File: config.mk
export PLATFORM = sky130hd
export DESIGN_NAME = decimal_digit_display_writer
export DESIGN_NICKNAME = d
export VERILOG_FILES = /design/src/design/ddw_pkg.sv /design/src/design/decimal_digit_display_writer.sv /design/src/design/ddw_dabble_stage.sv
export SDC_FILE = /design/constraint.sdc
export NUM_CORES = 1
export LEC_CHECK = 0
export ABC_AREA = 1
export BUFFER_PORTS_ARGS = -buffer_cell sky130_fd_sc_hd__buf_2
export CORE_MARGIN = 2
export CORE_UTILIZATION = 42
export DETAILED_ROUTE_END_ITERATION = 16
export GPL_TIMING_DRIVEN = 0
export SKIP_LAST_GASP = 1
export SYNTH_ARGS = -nofsm -noshare
export SYNTH_HDL_FRONTEND = slang
export SYNTH_SLANG_ARGS = --single-unit
File: constraint.sdc
create_clock -name clk_i -period 14.6 [get_ports clk_i]
set_clock_uncertainty 0.05 [all_clocks]
set_input_delay 1.46 -clock clk_i [delete_from_list [all_inputs] [get_ports clk_i]]
set_output_delay 1.46 -clock clk_i [all_outputs]
set_load 0.01 [all_outputs]
File: src/design/ddw_pkg.sv
// shared types, constants and the shift-and-add-3 step for the digit display writer
package ddw_pkg;

  localparam int unsigned VALUE_W    = 27;
  localparam int unsigned MAX_DIGITS = 8;
  localparam int unsigned CODE_W     = 4;
  localparam int unsigned ADDR_W     = 4;
  localparam int unsigned BCD_W      = MAX_DIGITS * CODE_W;
  localparam int unsigned IN_DATA_W  = 32;
  localparam int unsigned OUT_DATA_W = 8;

  localparam logic [CODE_W-1:0] BLANK_CODE = 4'hF;
  localparam logic [CODE_W-1:0] ADJ_LIMIT  = 4'd5;
  localparam logic [CODE_W-1:0] ADJ_ADD    = 4'd3;

  // work word carried down the conversion pipeline
  typedef struct packed {
    logic [BCD_W-1:0]   bcd;
    logic [VALUE_W-1:0] bin;
  } ddw_work_t;

  typedef logic [MAX_DIGITS-1:0][CODE_W-1:0] ddw_codes_t;

  // one double-dabble step: correct every digit, then shift in the next binary bit;
  // the carry out of the top digit is dropped, which keeps the value modulo 10^8
  function automatic ddw_work_t dabble_step(input ddw_work_t w);
    ddw_work_t r;
    r = w;
    for (int d = 0; d < MAX_DIGITS; d++) begin
      if (r.bcd[d*CODE_W +: CODE_W] >= ADJ_LIMIT) begin
        r.bcd[d*CODE_W +: CODE_W] = r.bcd[d*CODE_W +: CODE_W] + ADJ_ADD;
      end
    end
    r.bcd = {r.bcd[BCD_W-2:0], r.bin[VALUE_W-1]};
    r.bin = {r.bin[VALUE_W-2:0], 1'b0};
    return r;
  endfunction

endpackage

File: src/design/decimal_digit_display_writer.sv
// top level: binary to bcd pipeline, leading zero blanking and digit write sequencer
//
// Each accepted number gives DIGIT_COUNT digit writes, address DIGIT_COUNT down to
// address 1, one write per cycle while the output is ready; the last write carries
// tlast; the next number is taken in the cycle its predecessor's last write leaves.
// Conversion runs through four shift-and-add-3 stages (27 steps), then one blanking
// stage. Only the value modulo 10^DIGIT_COUNT is shown, leading zeros are written as
// code 15, and address 1 always shows its digit. A DIGIT_COUNT below 1 acts as 1 and
// one above 8 acts as 8.
module decimal_digit_display_writer #(
  parameter int unsigned DIGIT_COUNT = 8
) (
  input  logic                              clk_i,
  input  logic                              rst_ni,
  input  logic                              s_axis_tvalid_i,
  output logic                              s_axis_tready_o,
  input  logic [ddw_pkg::IN_DATA_W-1:0]     s_axis_tdata_i,   // [26:0] value
  output logic                              m_axis_tvalid_o,
  input  logic                              m_axis_tready_i,
  output logic [ddw_pkg::OUT_DATA_W-1:0]    m_axis_tdata_o,   // [3:0] digit_address,
                                                              // [7:4] digit_code
  output logic                              m_axis_tlast_o    // last_write
);
  import ddw_pkg::*;

  localparam int unsigned STAGES = 4;

  // positions actually driven, clamped to what the display has
  localparam int unsigned POSITIONS =
    (DIGIT_COUNT < 1) ? 1 : ((DIGIT_COUNT > MAX_DIGITS) ? MAX_DIGITS : DIGIT_COUNT);

  logic      [STAGES:0] st_valid;
  logic      [STAGES:0] st_ready;
  ddw_work_t            st_work [STAGES+1];

  // input word enters the first conversion stage
  assign st_valid[0]     = s_axis_tvalid_i;
  assign s_axis_tready_o = st_ready[0];
  assign st_work[0].bcd  = '0;
  assign st_work[0].bin  = s_axis_tdata_i[VALUE_W-1:0];

  // conversion stages, 7 + 7 + 7 + 6 steps
  ddw_dabble_stage #(.STEPS(7)) u_stage0 (
    .clk_i, .rst_ni,
    .in_valid_i (st_valid[0]), .in_ready_o (st_ready[0]), .in_work_i (st_work[0]),
    .out_valid_o(st_valid[1]), .out_ready_i(st_ready[1]), .out_work_o(st_work[1])
  );
  ddw_dabble_stage #(.STEPS(7)) u_stage1 (
    .clk_i, .rst_ni,
    .in_valid_i (st_valid[1]), .in_ready_o (st_ready[1]), .in_work_i (st_work[1]),
    .out_valid_o(st_valid[2]), .out_ready_i(st_ready[2]), .out_work_o(st_work[2])
  );
  ddw_dabble_stage #(.STEPS(7)) u_stage2 (
    .clk_i, .rst_ni,
    .in_valid_i (st_valid[2]), .in_ready_o (st_ready[2]), .in_work_i (st_work[2]),
    .out_valid_o(st_valid[3]), .out_ready_i(st_ready[3]), .out_work_o(st_work[3])
  );
  ddw_dabble_stage #(.STEPS(6)) u_stage3 (
    .clk_i, .rst_ni,
    .in_valid_i (st_valid[3]), .in_ready_o (st_ready[3]), .in_work_i (st_work[3]),
    .out_valid_o(st_valid[4]), .out_ready_i(st_ready[4]), .out_work_o(st_work[4])
  );

  // leading zero blanking, from the top shown position down
  ddw_codes_t codes_d, codes_q;
  logic       shown;
  logic       blank_valid_q;
  logic       ser_load_ready;

  always_comb begin
    codes_d = {MAX_DIGITS{BLANK_CODE}};
    shown   = 1'b0;
    for (int i = POSITIONS - 1; i >= 0; i--) begin
      if (st_work[4].bcd[i*CODE_W +: CODE_W] != '0 || i == 0) begin
        shown = 1'b1;
      end
      if (shown) begin
        codes_d[i] = st_work[4].bcd[i*CODE_W +: CODE_W];
      end
    end
  end

  assign st_ready[4] = !blank_valid_q || ser_load_ready;

  always_ff @(posedge clk_i or negedge rst_ni) begin
    if (!rst_ni) begin
      blank_valid_q <= 1'b0;
    end else if (st_ready[4]) begin
      blank_valid_q <= st_valid[4];
    end
  end

  always_ff @(posedge clk_i) begin
    if (st_valid[4] && st_ready[4]) begin
      codes_q <= codes_d;
    end
  end

  // write sequencer: current code sits at the head of a shift line
  logic                  busy_q;
  logic [ADDR_W-1:0]     pos_q;
  logic [CODE_W-1:0]     line_q [POSITIONS];
  logic                  word_taken;
  logic                  last_word;
  logic                  load;

  assign last_word      = (pos_q == ADDR_W'(1));
  assign word_taken     = busy_q && m_axis_tready_i;
  assign ser_load_ready = !busy_q || (word_taken && last_word);
  assign load           = blank_valid_q && ser_load_ready;

  always_ff @(posedge clk_i or negedge rst_ni) begin
    if (!rst_ni) begin
      busy_q <= 1'b0;
      pos_q  <= '0;
    end else if (load) begin
      busy_q <= 1'b1;
      pos_q  <= ADDR_W'(POSITIONS);
    end else if (word_taken) begin
      busy_q <= !last_word;
      pos_q  <= pos_q - ADDR_W'(1);
    end
  end

  // codes in order of output, most significant position first
  always_ff @(posedge clk_i) begin
    if (load) begin
      for (int i = 0; i < POSITIONS; i++) begin
        line_q[i] <= codes_q[POSITIONS - 1 - i];
      end
    end else if (word_taken) begin
      for (int i = 0; i < POSITIONS - 1; i++) begin
        line_q[i] <= line_q[i+1];
      end
    end
  end

  // output word
  assign m_axis_tvalid_o = busy_q;
  assign m_axis_tdata_o  = {line_q[0], pos_q};
  assign m_axis_tlast_o  = last_word;

endmodule

File: src/design/ddw_dabble_stage.sv
// one register stage of the binary to bcd conversion, STEPS dabble steps deep
module ddw_dabble_stage #(
  parameter int unsigned STEPS = 7
) (
  input  logic              clk_i,
  input  logic              rst_ni,
  input  logic              in_valid_i,
  output logic              in_ready_o,
  input  ddw_pkg::ddw_work_t in_work_i,
  output logic              out_valid_o,
  input  logic              out_ready_i,
  output ddw_pkg::ddw_work_t out_work_o
);
  import ddw_pkg::*;

  logic      valid_q;
  ddw_work_t work_d, work_q;

  // run the steps of this stage
  always_comb begin
    work_d = in_work_i;
    for (int s = 0; s < STEPS; s++) begin
      work_d = dabble_step(work_d);
    end
  end

  assign in_ready_o = !valid_q || out_ready_i;

  // valid bit
  always_ff @(posedge clk_i or negedge rst_ni) begin
    if (!rst_ni) begin
      valid_q <= 1'b0;
    end else if (in_ready_o) begin
      valid_q <= in_valid_i;
    end
  end

  // payload
  always_ff @(posedge clk_i) begin
    if (in_valid_i && in_ready_o) begin
      work_q <= work_d;
    end
  end

  assign out_valid_o = valid_q;
  assign out_work_o  = work_q;

endmodule
==> results of run 1 <==
-- worst min path at each step --
stage / slack [ns] / depth (start not counted) / to
after floorplan: 0.35 / 0 / codes_q[0]$_DFFE_PP_
after global placement: 0.35 / 0 / u_stage1.out_work_o[17]$_DFFE_PP_
after detailed placement: 0.35 / 0 / codes_q[0]$_DFFE_PP_
after CTS: 0.37 / 0 / u_stage1.out_work_o[18]$_DFFE_PP_
after global routing: 0.37 / 0 / u_stage1.out_work_o[18]$_DFFE_PP_
final: 0.37 / 0 / u_stage1.out_work_o[18]$_DFFE_PP_
-- state kept, by name (all words and copies together), names as in the netlist, 4 cells and up --
register	flops
codes_q	32
line_q	32
pos_q	4
u_stage0.out_work_o	29
u_stage1.out_work_o	31
u_stage2.out_work_o	33
u_stage3.out_work_o	32
-- worst register-to-register path: cells and delay by family, from the launching register on --
kind / cells / cell delay, ns
compound gates: 7 / 1.33
xor+xnor: 6 / 1.34
fa+ha+maj: 6 / 1.30
buf+inv: 7 / 0.60
flops: 1 / 0.44
simple gates: 4 / 0.56
-- area by class of cell --
class                   instances  area (um^2)  area share, %
multi-input cells            1685         9950           51.5
flip-flops and latches        199         5930           30.7
inverters                     506         1900           9.83
well taps                     539          674           3.49
clock buffers                  18          429           2.22
repair buffers                 44          265           1.37
clock inverters                14          143          0.738
plain buffers                   7         41.3          0.214
-- synthesized netlist by cell type (3+ instances only) --
library cell and number:
buf_4 4, edfxtp_1 189, a21oi_2 3, o22ai_1 7, nor2_1 114, nand2_4 14
xnor2_1 9, o211ai_1 5, inv_2 18, a31o_2 3, ha_1 151, a21o_1 8
mux2_2 24, nand2_2 95, dfrtp_1 10, and2_1 9, a21oi_1 56, xor2_2 3
nand2_1 651, xnor2_2 4, nand4_1 54, nand3_1 138, inv_1 484, o21ai_1 48
xor2_1 68, nand3_2 39, o21a_1 4, nand3b_1 11, or2_2 8, o21ai_0 95
o21ai_2 27, a31oi_1 3, clkinv_1 3, nor3_1 11
-- logic make-up (layout without fill, tap and decap cells) --
| family | count (synthesis) | after routing | share of synthesized area (%) |
|---|---|---|---|
| buffers and inverters | 513 | 589 | 10.9 |
| xor gates and xnor gates | 85 | 85 | 4.59 |
| adders and majority gates | 151 | 151 | 10.6 |
| and+or+nand+nor | 1153 | 1153 | 30.1 |
| muxes | 25 | 25 | 1.58 |
| DFF | 199 | 199 | 33.3 |
| AOI/OAI and AO/OA | 271 | 271 | 8.92 |
-- routing by layer --
metal	share of wire (%)	vias up	routed length [um]
met5	0	-	0
met4	1.4	0	395
met3	2.2	22	622
met2	50	78	14400
met1	46	6298	13200
li1	-	7811	-
-- stage by stage --
stage	hold WS, ns	worst slack, ns
global placement	0.351	9.03
CTS	0.368	8.70
finish	0.368	8.74
detailed placement	0.355	8.72
global route	0.371	7.95
floorplan	0.350	9.39
==> impl_metrics.env, run 1 <==
export IMPL_outcome="finished clean"
export IMPL_layout_common_cells="651 x nand2_1, 484 x inv_1, 189 x edfxtp_1, 151 x ha_1, 138 x nand3_1"
export IMPL_clk_pin_slew_ns=0.08
export IMPL_postSynthCellCount=2397
export IMPL_seq_area_frac_synth_pct=33.3
export IMPL_max_slew_margin_pct=19.4
export IMPL_vias=14200
export IMPL_postCtsSetupRepairBufs=0
export IMPL_cp_startpoint="u_stage2.out_work_o[51]$_DFFE_PP_"
export IMPL_synth_top_area_share_pct=31.9
export IMPL_cts_tree="done"
export IMPL_final_cells=3012
export IMPL_fp_dieH_um=210
export IMPL_timing_critical_path_mode_cell="inv_1"
export IMPL_clk_latency_ns=0.48
export IMPL_rows=75
export IMPL_worst_path_buf_inv=7
export IMPL_grt_pass1_vias=13500
export IMPL_hpwlAfterDp_um=23400
export IMPL_cts_root_buf="clkbuf_16"
export IMPL_wire_per_inst_um=9.52
export IMPL_use_met3_pct=3.13
export IMPL_drc=0
export IMPL_syn_avg_cell_area_um2=7.42
export IMPL_synth_area_leaders="edfxtp_1 32%, nand2_1 14%, ha_1 11%"
export IMPL_ant_nets=0
export IMPL_synth_area_um2=17800
export IMPL_path_class="reg2reg"
export IMPL_worstSetupStartpointType="flip-flop"
export IMPL_gr_usage_met1_pct=15.5
export IMPL_finalWeightedCongestion=0.777
export IMPL_crit_family="XOR/XNOR gates"
export IMPL_dpl_cell_count=2980
export IMPL_dieArea_um2=44000
export IMPL_synth_edff_count=189
export IMPL_grt_busiest_layer="met2"
export IMPL_crit_required_ns=14.77
export IMPL_grt_overflow_total=0
export IMPL_hold_start="u_stage0.out_work_o[11]$_DFFE_PP_"
export IMPL_fin_crit_sh_pct=40.1
export IMPL_arrival_ns=6.03
export IMPL_grt_pass1_wl_um=52800
export IMPL_hold_viol_final=0
export IMPL_reg2reg_to="u_stage3.out_work_o[52]$_DFFE_PP_"
export IMPL_fmax_mhz=171
export IMPL_grt_setup_unrepaired="false"
export IMPL_yosys_most_used_dff="edfxtp_1"
export IMPL_cts_max_level=4
export IMPL_crit_end="u_stage3.out_work_o[52]$_DFFE_PP_"
export IMPL_core_area_um2=41900
export IMPL_ctsResizeCount=0
export IMPL_cap_violations=0
export IMPL_first_pass_iters=6
export IMPL_grt_max_degree=33
export IMPL_r2r_start="u_stage2.out_work_o[51]$_DFFE_PP_"
export IMPL_cp_end_kind="flip-flop"
export IMPL_cpPeakStageDelay_ns=0.44
export IMPL_synth_top_cell_by_area="edfxtp_1"
export IMPL_cts_buffer_depth=2
export IMPL_holdBufCountCts=0
export IMPL_die_w_um=210
export IMPL_antenna_found_initial=0
export IMPL_hp_class="reg2reg"
export IMPL_maxSlewViolCount=0
export IMPL_ios=47
export IMPL_syn_nets=2584
export IMPL_final_util_pct=46.2
export IMPL_drt_iter0_markers=532
export IMPL_period_minus_slack_ns=5.86
export IMPL_ff2ff_setup_slack_ns=8.74
export IMPL_ys_warn_count=0
export IMPL_finalSetupViolCount=0
export IMPL_tns_ns=0
export IMPL_reg2reg_depth=30
export IMPL_placed_area_um2=18800
export IMPL_crit_path_max_fanout=4
export IMPL_final_common_cell="nand2_1"
export IMPL_via_per_inst=4.72
export IMPL_grt_use_total_pct=13.9
export IMPL_met2_usage_pct=26.2
export IMPL_drive_above_1_share_pct=13.3
export IMPL_worst_slew_pin_slew_ns=1.21
export IMPL_cts_sinks=199
export IMPL_start_util_pct=42.5
export IMPL_synth_distinct_cells=56
export IMPL_synthArstFlopShare_pct=5.03
export IMPL_ys_ff_latch=199
export IMPL_fin_nets=2647
export IMPL_drt_total_wl_um=28700
export IMPL_antenna_cells=0
export IMPL_final_area_um2=19300
export IMPL_crit_cells=30
export IMPL_port_buffers=41
export IMPL_cts_inserted_buffers=17
export IMPL_area_delta_synth_final_pct=8.64
export IMPL_crit_slowest_cell="edfxtp_1"
export IMPL_fill_cells=4049
Power of run 1 is not shown: default switching activity piles up to over one toggle a cycle in this logic, so the estimate is an artifact.
==> inputs of run 2 (changes only) <==
ABC_AREA = 0   (was 1)
clock period = 6.1 ns   (was 14.6 ns; I/O delays follow)
==> run 2 against run 1 <==
Net effect: sequential share of layout area decreased by 3.1 points; utilization up 1.5 points; highest routed layer unchanged; clock-buffer cell count is 1 lower; cell count shrank 6.1%; register-to-register slack worse by 8.4 ns; first-iteration DRC count up 35%; critical endpoint is now u_stage2.out_work_o[37]$_DFFE_PP_; synthesized area up 7.1%; die area grew 7.0%; maximum frequency is 1.7% higher; via count up 6.0%; setup slack lost 8.4 ns.
==> impl_metrics.env, run 2 <==
export IMPL_outcome="finished clean"
export IMPL_cpPeakStageDelay_ns=0.41
export IMPL_cts_inserted_buffers=17
export IMPL_postSynthCellCount=2123
export IMPL_wire_per_inst_um=12.6
export IMPL_ant_nets=0
export IMPL_maxSlewViolCount=0
export IMPL_rows=78
export IMPL_path_class="reg2reg"
export IMPL_r2r_start="u_stage1.out_work_o[27]$_DFFE_PP_"
export IMPL_cts_sinks=199
export IMPL_ios=47
export IMPL_reg2reg_depth=30
export IMPL_syn_avg_cell_area_um2=8.98
export IMPL_grt_overflow_total=0
export IMPL_vias=15100
export IMPL_yosys_most_used_dff="edfxtp_1"
export IMPL_drc=0
export IMPL_synth_top_cell_by_area="edfxtp_1"
export IMPL_hold_start="s_axis_tdata_i[8]"
export IMPL_reg2reg_to="u_stage2.out_work_o[37]$_DFFE_PP_"
export IMPL_grt_use_total_pct=15.2
export IMPL_cts_max_level=4
export IMPL_area_delta_synth_final_pct=12.7
export IMPL_seq_area_frac_synth_pct=31.1
export IMPL_via_per_inst=5.32
export IMPL_worstSetupStartpointType="flip-flop"
export IMPL_synth_edff_count=189
export IMPL_synth_area_um2=19100
export IMPL_timing_critical_path_mode_cell="inv_1"
export IMPL_cts_buffer_depth=2
export IMPL_cp_end_kind="flip-flop"
export IMPL_ff2ff_setup_slack_ns=0.34
export IMPL_grt_max_degree=34
export IMPL_ys_warn_count=0
export IMPL_hpwlAfterDp_um=26700
export IMPL_syn_nets=2310
export IMPL_fill_cells=4225
export IMPL_synthArstFlopShare_pct=5.03
export IMPL_first_pass_iters=7
export IMPL_drive_above_1_share_pct=17.5
export IMPL_synth_area_leaders="edfxtp_1 30%, ha_1 9.9%, mux2i_1 5.2%"
export IMPL_synth_top_area_share_pct=29.8
export IMPL_drt_total_wl_um=35600
export IMPL_antenna_found_initial=0
export IMPL_final_common_cell="edfxtp_1"
export IMPL_synth_common_cells="189 x edfxtp_1, 176 x nand2_1, 168 x inv_1, 158 x nor2_1"
export IMPL_layout_common_cells="189 x edfxtp_1, 175 x nand2_1, 168 x inv_1, 149 x nor2_1, 142 x ha_1"
export IMPL_core_area_um2=45100
export IMPL_fin_crit_sh_pct=94.5
export IMPL_dieArea_um2=47100
export IMPL_crit_path_max_fanout=10
export IMPL_max_slew_margin_pct=26.3
export IMPL_fmax_mhz=174
export IMPL_clk_latency_ns=0.48
export IMPL_finalWeightedCongestion=0.870
export IMPL_cts_root_buf="clkbuf_16"
export IMPL_die_w_um=217
export IMPL_grt_pass1_wl_um=61700
export IMPL_port_buffers=41
export IMPL_fp_dieH_um=217
export IMPL_clk_pin_slew_ns=0.09
export IMPL_fin_nets=2402
export IMPL_crit_slowest_cell="edfxtp_1"
export IMPL_whs_path_depth=1
export IMPL_drt_iter0_markers=719
export IMPL_worst_slew_pin_slew_ns=1.10
export IMPL_ff_latch_area_um2=5930
export IMPL_grt_setup_unrepaired="true"
export IMPL_cts_tree="done"
export IMPL_grt_pass1_vias=14300
export IMPL_dpl_cell_count=2765
export IMPL_start_util_pct=42.3
export IMPL_arrival_ns=5.93
export IMPL_antenna_cells=0
export IMPL_crit_required_ns=6.27
export IMPL_synth_most_common_cell="edfxtp_1"
export IMPL_whs_endpoint="u_stage0.out_work_o[15]$_DFFE_PP_"
export IMPL_final_cells=2828
export IMPL_period_minus_slack_ns=5.76
export IMPL_largest_reg_flops=33
export IMPL_hp_class="in2reg"
export IMPL_multiInputGateArea_um2=12800
export IMPL_cap_violations=0
export IMPL_finalSetupViolCount=0
export IMPL_hold_viol_final=0
export IMPL_synth_distinct_cells=120
export IMPL_ys_ff_latch=199
## run 2: cell types whose count changed after synthesis, sizes merged, moves of 88 or more
cell	before	now
nand2b	0	88
a21oi	59	162
inv	502	176
mux2i	1	106
nand3	177	36
nand2	760	178
## run 2: per-layer routing
| metal | track usage, % | routed length (um) | vias to the layer above |
|---|---|---|---|
| li1 | - | - | 7903 |
| met1 | 18.8 | 16800 | 7013 |
| met2 | 27.1 | 17600 | 119 |
| met3 | 2.60 | 759 | 22 |
| met4 | 4.16 | 417 | 0 |
| met5 | 0 | 0 | - |
## run 2: critical path, delay by kind of cell, from the launching register on
kind / cells / cell delay, ns
xor gates and xnor gates: 1 / 0.16
adders and majority gates: 5 / 1.08
AOI/OAI and AO/OA: 9 / 1.39
buffers and inverters: 7 / 0.78
DFF: 1 / 0.41
and+or+nand+nor: 8 / 1.64
## run 2: kinds of logic (layout without fill, tap and decap cells)
family                   after synthesis  count (layout)  share of synthesized area [%]
flip-flops                           199             199                           31.1
multiplexers                         178             178                           10.2
AO/OA/AOI/OAI                        584             584                           20.6
XOR/XNOR                             100             100                           5.17
buffers and inverters                231             336                           4.79
AND/OR/NAND/NOR                      676             676                           18.1
adder cells (fa/ha/maj)              155             155                           10.1
## run 2: final cells by class
cell class	instances	share of cell area, %
Buffer	54	1.18
Clock buffer	17	1.98
Clock inverter	15	1.01
Inverter	177	3.09
Multi-Input combinational cell	1693	59.5
Sequential cell	199	27.6
Tap cell	600	3.49
Timing Repair Buffer	73	2.14
## run 2: metrics by stage
stage | hold slack, ns | instance area, um^2 | TNS [ns] | utilization (%) | worst slack (ns)
after floorplan | 0.264 | 19100 | 0 | - | 0.568
after global routing | 0.215 | 21500 | -0.521 | 47.6 | -0.142
after CTS | 0.202 | 20700 | 0 | 46.0 | 0.00245
after detailed placement | 0.355 | 20100 | -0.0809 | 44.5 | -0.0462
final | 0.244 | 21500 | 0 | 47.6 | 0.338
after global placement | 0.352 | 20000 | 0 | 44.4 | 0.0317
## run 2: how the worst max path moves through the flow
| stage | from | end | cells past startpoint |
|---|---|---|---|
| global route | u_stage2.out_work_o[39]$_DFFE_PP_ | u_stage3.out_work_o[45]$_DFFE_PP_ | 29 |
| detailed placement | u_stage1.out_work_o[27]$_DFFE_PP_ | u_stage2.out_work_o[37]$_DFFE_PP_ | 30 |
| floorplan | u_stage1.out_work_o[27]$_DFFE_PP_ | u_stage2.out_work_o[37]$_DFFE_PP_ | 30 |
| global placement | u_stage1.out_work_o[27]$_DFFE_PP_ | u_stage2.out_work_o[37]$_DFFE_PP_ | 30 |
| finish | u_stage1.out_work_o[27]$_DFFE_PP_ | u_stage2.out_work_o[37]$_DFFE_PP_ | 30 |
| CTS | u_stage2.out_work_o[35]$_DFFE_PP_ | u_stage3.out_work_o[41]$_DFFE_PP_ | 28 |
## run 2: timing repair
item / CTS / global route
endpoints found under the setup margin: 10 / 60
resized for setup: 7 / 116
pin swaps: 0 / 16
endpoints found under the hold margin: 10 / 0
setup buffers: 0 / 30
hold buffers: 1 / 0
Power of run 2 is left out for the same reason.
